### config.mk
export PLATFORM = sky130hd
export DESIGN_NAME = owe_isqrt
export DESIGN_NICKNAME = d
export VERILOG_FILES = /design/src/hdl/assert_macros.svh /design/src/hdl/owe_pkg.sv /design/src/hdl/owe_isqrt.sv
export SDC_FILE = /design/constraint.sdc
export NUM_CORES = 2
export LEC_CHECK = 0
export ABC_AREA = 1
export ABC_CLOCK_PERIOD_IN_PS = 5400
export BUFFER_PORTS_ARGS = -buffer_cell sky130_fd_sc_hd__buf_2
export CAP_MARGIN = 20
export CORE_MARGIN = 2
export CORE_UTILIZATION = 60
export DETAILED_ROUTE_END_ITERATION = 10
export PLACE_DENSITY = 0.85
export REMOVE_ABC_BUFFERS = 1
export SYNTH_ARGS = -nofsm -noshare
export SYNTH_HDL_FRONTEND = slang
export SYNTH_SLANG_ARGS = --single-unit
### constraint.sdc
create_clock -name i_clk -period 5.4 [get_ports i_clk]
set_clock_uncertainty 0.1 [all_clocks]
set_input_delay 0.54 -clock i_clk [delete_from_list [all_inputs] [get_ports i_clk]]
set_output_delay 0.54 -clock i_clk [all_outputs]
set_load 0.03 [all_outputs]
### src/hdl/assert_macros.svh
// Assertion macros used by the orbital evaluator RTL.
// No dependencies; included by files that carry concurrent checks.
`ifndef ASSERT_MACROS_SVH
`define ASSERT_MACROS_SVH

// Clocked check with active-low reset masking.
`define OWE_ASSERT(label, clk, rst_n, prop, msg) \
    label: assert property (@(posedge clk) disable iff (!rst_n) prop) else $error(msg);

// Same check, but also active while reset is asserted.
`define OWE_ASSERT_ALWAYS(label, clk, prop, msg) \
    label: assert property (@(posedge clk) prop) else $error(msg);

`endif

### src/hdl/owe_pkg.sv
// Package of the orbital wavefunction evaluator: field widths, register indexes,
// control structs and the exponential factor function. No dependencies.
`default_nettype none

package owe_pkg;

    localparam int FIELD_W = 24;
    localparam int PSI_W   = 21;
    localparam int DENS_W  = 24;
    localparam int CFG_IDX_W = 3;
    localparam int CFG_DAT_W = 24;

    localparam logic [CFG_IDX_W-1:0] REG_QUANTUM = 3'd0;
    localparam logic [CFG_IDX_W-1:0] REG_KIND    = 3'd1;
    localparam logic [CFG_IDX_W-1:0] REG_AXIS    = 3'd2;
    localparam logic [CFG_IDX_W-1:0] REG_CX      = 3'd3;
    localparam logic [CFG_IDX_W-1:0] REG_CY      = 3'd4;
    localparam logic [CFG_IDX_W-1:0] REG_CZ      = 3'd5;

    typedef enum logic [1:0] {
        KIND_S = 2'd0,
        KIND_P = 2'd1,
        KIND_D = 2'd2,
        KIND_F = 2'd3
    } t_kind;

    typedef enum logic [1:0] {
        AXIS_NONE = 2'd0,
        AXIS_X    = 2'd1,
        AXIS_Y    = 2'd2,
        AXIS_Z    = 2'd3
    } t_axis;

    typedef struct packed {
        logic adv;
        logic vld;
    } t_pipe_ctl;

    localparam logic [29:0] EXP_STEP_Q30 = 30'd1073479712;

    // Factor exp(-2^(k-12)) in Q.30, squared k times with rounding.
    function automatic logic [29:0] exp_factor(input int k);
        longint unsigned f;
        f = 64'(EXP_STEP_Q30);
        for (int i = 0; i < k; i++) begin
            f = (f * f + (64'd1 << 29)) >> 30;
        end
        return f[29:0];
    endfunction

endpackage

`default_nettype wire

### src/hdl/owe_isqrt.sv
// Pipelined integer square root, one root bit per stage, with side band.
// Depends on owe_pkg for the pipeline control struct.
`default_nettype none

module owe_isqrt #(
    parameter int W   = 24,
    parameter int SBW = 24
) (
    input  wire logic                 i_clk,
    input  wire logic                 i_rst_n,
    input  wire owe_pkg::t_pipe_ctl   i_ctl,
    input  wire logic [2*W-1:0]       i_value,
    input  wire logic [SBW-1:0]       i_sb,
    output logic                      o_vld,
    output logic [W-1:0]              o_root,
    output logic [SBW-1:0]            o_sb
);

    localparam int RMW = W + 2;

    logic [2*W-1:0] r_v    [0:W];
    logic [RMW-1:0] r_rem  [0:W];
    logic [W-1:0]   r_root [0:W];
    logic [SBW-1:0] r_sb   [0:W];
    logic [W:0]     r_vld;

    always_ff @(posedge i_clk) begin
        if (!i_rst_n) begin
            r_vld[0] <= 1'b0;
        end else if (i_ctl.adv) begin
            r_vld[0] <= i_ctl.vld;
        end
        if (i_ctl.adv) begin
            r_v[0]    <= i_value;
            r_rem[0]  <= '0;
            r_root[0] <= '0;
            r_sb[0]   <= i_sb;
        end
    end

    for (genvar s = 0; s < W; s++) begin : g_stage
        logic [RMW-1:0] w_rem_sh;
        logic [RMW-1:0] w_trial;
        logic           w_take;
        always_comb begin
            w_rem_sh = {r_rem[s][RMW-3:0], r_v[s][2*W-1 -: 2]};
            w_trial  = {r_root[s], 2'b01};
            w_take   = (w_rem_sh >= w_trial);
        end
        always_ff @(posedge i_clk) begin
            if (!i_rst_n) begin
                r_vld[s+1] <= 1'b0;
            end else if (i_ctl.adv) begin
                r_vld[s+1] <= r_vld[s];
            end
            if (i_ctl.adv) begin
                r_v[s+1]    <= {r_v[s][2*W-3:0], 2'b00};
                r_rem[s+1]  <= w_take ? (w_rem_sh - w_trial) : w_rem_sh;
                r_root[s+1] <= {r_root[s][W-2:0], w_take};
                r_sb[s+1]   <= r_sb[s];
            end
        end
    end

    assign o_vld  = r_vld[W];
    assign o_root = r_root[W];
    assign o_sb   = r_sb[W];

endmodule

`default_nettype wire

; Yosys cells after proc, flatten, opt, wreduce, memory -nomap -nowiden
; Memories as Yosys holds them, arrays and structs flattened.
; Index checks and enable logic that the tools add are counted.
[word_totals]
word_cells = 103
out_inout_bits = 49
in_bits = 76
mem_bits_rw = 3050
n_memories = 4
register_bits = 25
[mem_list]
columns = memory, depth, word_bits, rd, rd_ports_with_merged_regs, write_ports, line_no
row1 = r_v, 25, 48, 24, 0, 25, owe_isqrt.sv:21  ; logic [2*W-1:0] r_v [0:W];
row2 = r_rem, 25, 26, 24, 0, 25, owe_isqrt.sv:22  ; logic [RMW-1:0] r_rem [0:W];
row3 = r_root, 25, 24, 25, 0, 25, owe_isqrt.sv:23  ; logic [W-1:0] r_root [0:W];
row4 = r_sb, 25, 24, 25, 0, 25, owe_isqrt.sv:24  ; logic [SBW-1:0] r_sb [0:W];
[op_classes]
mux = 26
order_cmp = 24
n_addsub = 24
[op_table]
columns = cell, count
row1 = greater-or-equal comparator 26 bit, 24
row2 = two-way mux 26 bit, 24
row3 = subtractor 26 bit, 24
row4 = two-way mux 1 bit, 2

; Depth between registers and ports, before layout
; An unclocked memory read counts as a cell.
[depth]
ltp_word = 3
depth_mapped = 15
mapped_depth_nobuf = 14

; Worst setup path after synthesis
; Ideal clock, no wire load.
[synth_timing]
kind = register -> register
startpoint = mem r_rem[1][157] (netlist bit)
endpoint = mem r_rem[1][196] (netlist bit) (data pin)
path_stages_with_launch = 14
setup_slack_ns = 3.300
setup_time_ns = 0.252
t_required_ns = 5.048
t_arrival_ns = 1.748
cell_sequence = edfxtp_1 ha_1 nand2_1 nand2_1 a21oi_1 nand2_1 nand2_1 nand2_1 nand2_1 nand2_1 buf_4 buf_8 nand2_1 nand2_1
[synth_rtl]
columns = element, line_no
row1 = "start, declared", owe_isqrt.sv:22

==> impl_metrics.py <==
metrics = {
    "sta": {
        "finalHoldViolCount": 0,
        "finalSetupViolations": 0,
        "slew_violations": 0,
        "finalCriticalPeriod_ps": 3350,
        "fin_setup_tns_ps": 0,
        "rsz0062_at_grt": "no",
        "finalCritPeriodShare_pct": 62.1,
        "worst-slew-pin-transition_ps": 1180,
        "slew_headroom_pct": 21.0,
        "max_freq_mhz": 298,
    },
    "die": {
        "start_util_pct": 60.5,
        "coreArea_um2": 156000,
        "fp.dieArea_um2": 161000,
        "placementRows": 145,
        "die_y_um": 401,
        "die_x_um": 401,
        "pin_count": 125,
    },
    "global_routing": {
        "top_usage_layer": "met2",
        "grt_pass1_vias": 61890,
        "grt_pass1_wl_um": 337000,
        "grt_usage_pct": 26.7,
        "met1_usage_pct": 35.6,
        "antenna_found_initial": 2,
        "grt-ovfl-total": 0,
        "use_met3_pct": 3.96,
        "grt_use_met2_pct": 45.5,
        "grt_max_degree": 192,
    },
    "drt": {
        "drc": 0,
        "wirelength_um": 215000,
        "vias_per_cell": 5.38,
        "num_vias": 62940,
        "wl_per_cell_um": 18.4,
        "ant_nets": 0,
        "drt_iter0_drc": 5855,
        "first_pass_iters": 9,
    },
    "logic_synthesis": {
        "synth_area_um2": 94600,
        "synth_warnings": 0,
        "ys_seq_elements": 2047,
        "async_flop_share_pct": 0,
        "synth_area_leaders": "edfxtp_1, nand2_1, inv_1",
        "synth_edf_count": 2022,
        "netlist_instances": 9116,
        "yosys.area.top_type": "edfxtp_1",
        "yosysSeqAreaShare_pct": 64.7,
        "synth_top_area_share_pct": 64.2,
        "avgSynthCellArea_um2": 10.4,
        "synth.distinct_cells": 56,
        "synthFlopType": "edfxtp_1",
    },
    "cts": {
        "htree_num_levels": 4,
        "cts_tree": "built",
        "clkSinkCount": 2047,
        "clock-root-buffer": "clkbuf_16",
        "cts_made_buffers": 198,
        "postCtsSetupBuffers": 0,
        "cts.path.max_buffers": 3,
        "clk_pin_slew_worst_paths_ps": 70,
        "clock_latency_ps": 860,
    },
    "layout": {
        "final_cells": 11703,
        "final_cell_mix": "nand2_1, edfxtp_1, inv_1",
        "areaGrowthSynthToFinish_pct": 10.9,
        "drive_above_1_share_pct": 6.18,
        "fin_area_um2": 105000,
        "final_common_cell": "nand2_1",
        "layout.nets": 9880,
    },
    "setup_path": {
        "cp.required_ps": 5850,
        "cp_max_fo": 20,
        "slowest_stage": "inv_1",
        "end_kind": "flop",
        "cpMostUsedCell": "nand2_1",
        "crit_path_max_incr_delay_ps": 590,
        "critPathTopFamily": "simple AND/OR/NAND/NOR gates",
        "critPathBufInv": 1,
        "worstPathArrival_ps": 3800,
        "path_cells": "ha_1, nand2_1, nand2_1, a21oi_1, nand2_1, nand2_1, nand2_1, nand2_1, nand2_1, inv_1, nand2_1, nand2_1",
        "cp-start-kind": "flop",
        "worstSetupPathType": "reg -> reg",
    },
    "place": {
        "dp_hpwl_um": 151000,
        "post-place-cells": 11262,
        "placed_cell_area_um2": 97700,
        "port_buffers": 124,
        "globalplace.congestion": 0.935,
    },
    "run": {
        "max_cap_viol_count": 0,
    },
    "power_and_ir_drop": {
        "power_leakage_nw": 45.5,
        "power_density_nw_per_um2": 386,
        "vdd_drop_max_mv": 0.314,
        "total_power_mw": 40.5,
    },
    "outcome": {
        "outcome": "finished clean",
    },
    "worst_hold_path": {
        "hold_class": "in -> reg",
    },
}
==> per-layer routing <==
metal / up-vias / wire (um)
met1: 29572 / 90200
met5: - / 13
met4: 2 / 6490
met3: 411 / 12800
li1: 30770 / -
met2: 2185 / 106000
==> cell families (layout without fill, tap and decap cells) <==
| group | count (synthesis) | count (layout) | share of synthesized area (%) |
|---|---|---|---|
| xor gates and xnor gates | 219 | 219 | 2.03 |
| DFF | 2047 | 2047 | 64.7 |
| other | 1 | 2 | 0.00396 |
| adders and majority gates | 325 | 325 | 4.30 |
| AOI/OAI and AO/OA | 528 | 528 | 2.97 |
| and+or+nand+nor | 4453 | 4453 | 19.6 |
| buffers and inverters | 1543 | 2071 | 6.44 |
==> power breakdown <==
group	internal, mW	total, mW	switching, mW
sequential	19.2	20.2	0.917
clock	7.73	13.8	6.11
combinational	2.14	6.55	4.41
==> area by class of cell <==
cell class	count	area [um^2]
repair buffers	244	1820
fillers	11604	51400
clock buffers	252	5250
well taps	2058	2570
clock inverters	113	1300
diodes	1	2.50
flip-flops and latches	2047	61200
multi-input cells	5526	27300
inverters	1462	5490
==> what timing repair did <==
item	4_1_cts	5_1_grt
endpoints found under the hold margin	80	0
hold buffers	75	0
gates resized for setup	0	0
==> through the flow <==
step / hold slack (ps) / utilization [%] / setup slack, ps
final: 206 / 67.1 / 2050
after global routing: 138 / 67.1 / 1710
after CTS: 131 / 67.1 / 1930
after detailed placement: 305 / 62.5 / 2060
after global placement: 300 / 62.5 / 2120
after floorplan: 300 / - / 2830
==> sequential cells by signal, indices dropped and copies added, names as in the netlist <==
name	flops
r_sb	600
r_v	600
r_rem	522
r_root	300
r_vld	24
o_vld	1
==> cells in the mapped netlist, drive strengths merged (2+ instances only) <==
master / number
nand2: 2872
ha: 325
nor2: 774
nand3b: 89
and2: 12
o21bai: 10
or2: 23
clkbuf: 10
o211ai: 2
buf: 71
xor2: 138
edfxtp: 2022
o21ai: 205
nand4: 157
dfxtp: 25
and3: 5
a21oi: 302
nor3: 50
xnor2: 81
inv: 1462
nor3b: 5
nor4: 11
nand3: 453
a21boi: 4
==> final timing paths <==
path / start / end / slack [ps] / cells after the start
setup / recovery: r_rem[1][157]$_DFFE_PP_ / r_rem[1][194]$_DFFE_PP_ / 2050 / 12
hold / removal: i_ctl[1] / r_rem[1][113]$_DFFE_PP_ / 210 / 1
setup reg to reg: r_rem[1][157]$_DFFE_PP_ / r_rem[1][194]$_DFFE_PP_ / 2050 / 12
hold reg to reg: r_sb[2][161]$_DFFE_PP_ / r_sb[2][185]$_DFFE_PP_ / 290 / 0
Note: power is estimated with default switching activity, not from simulation.
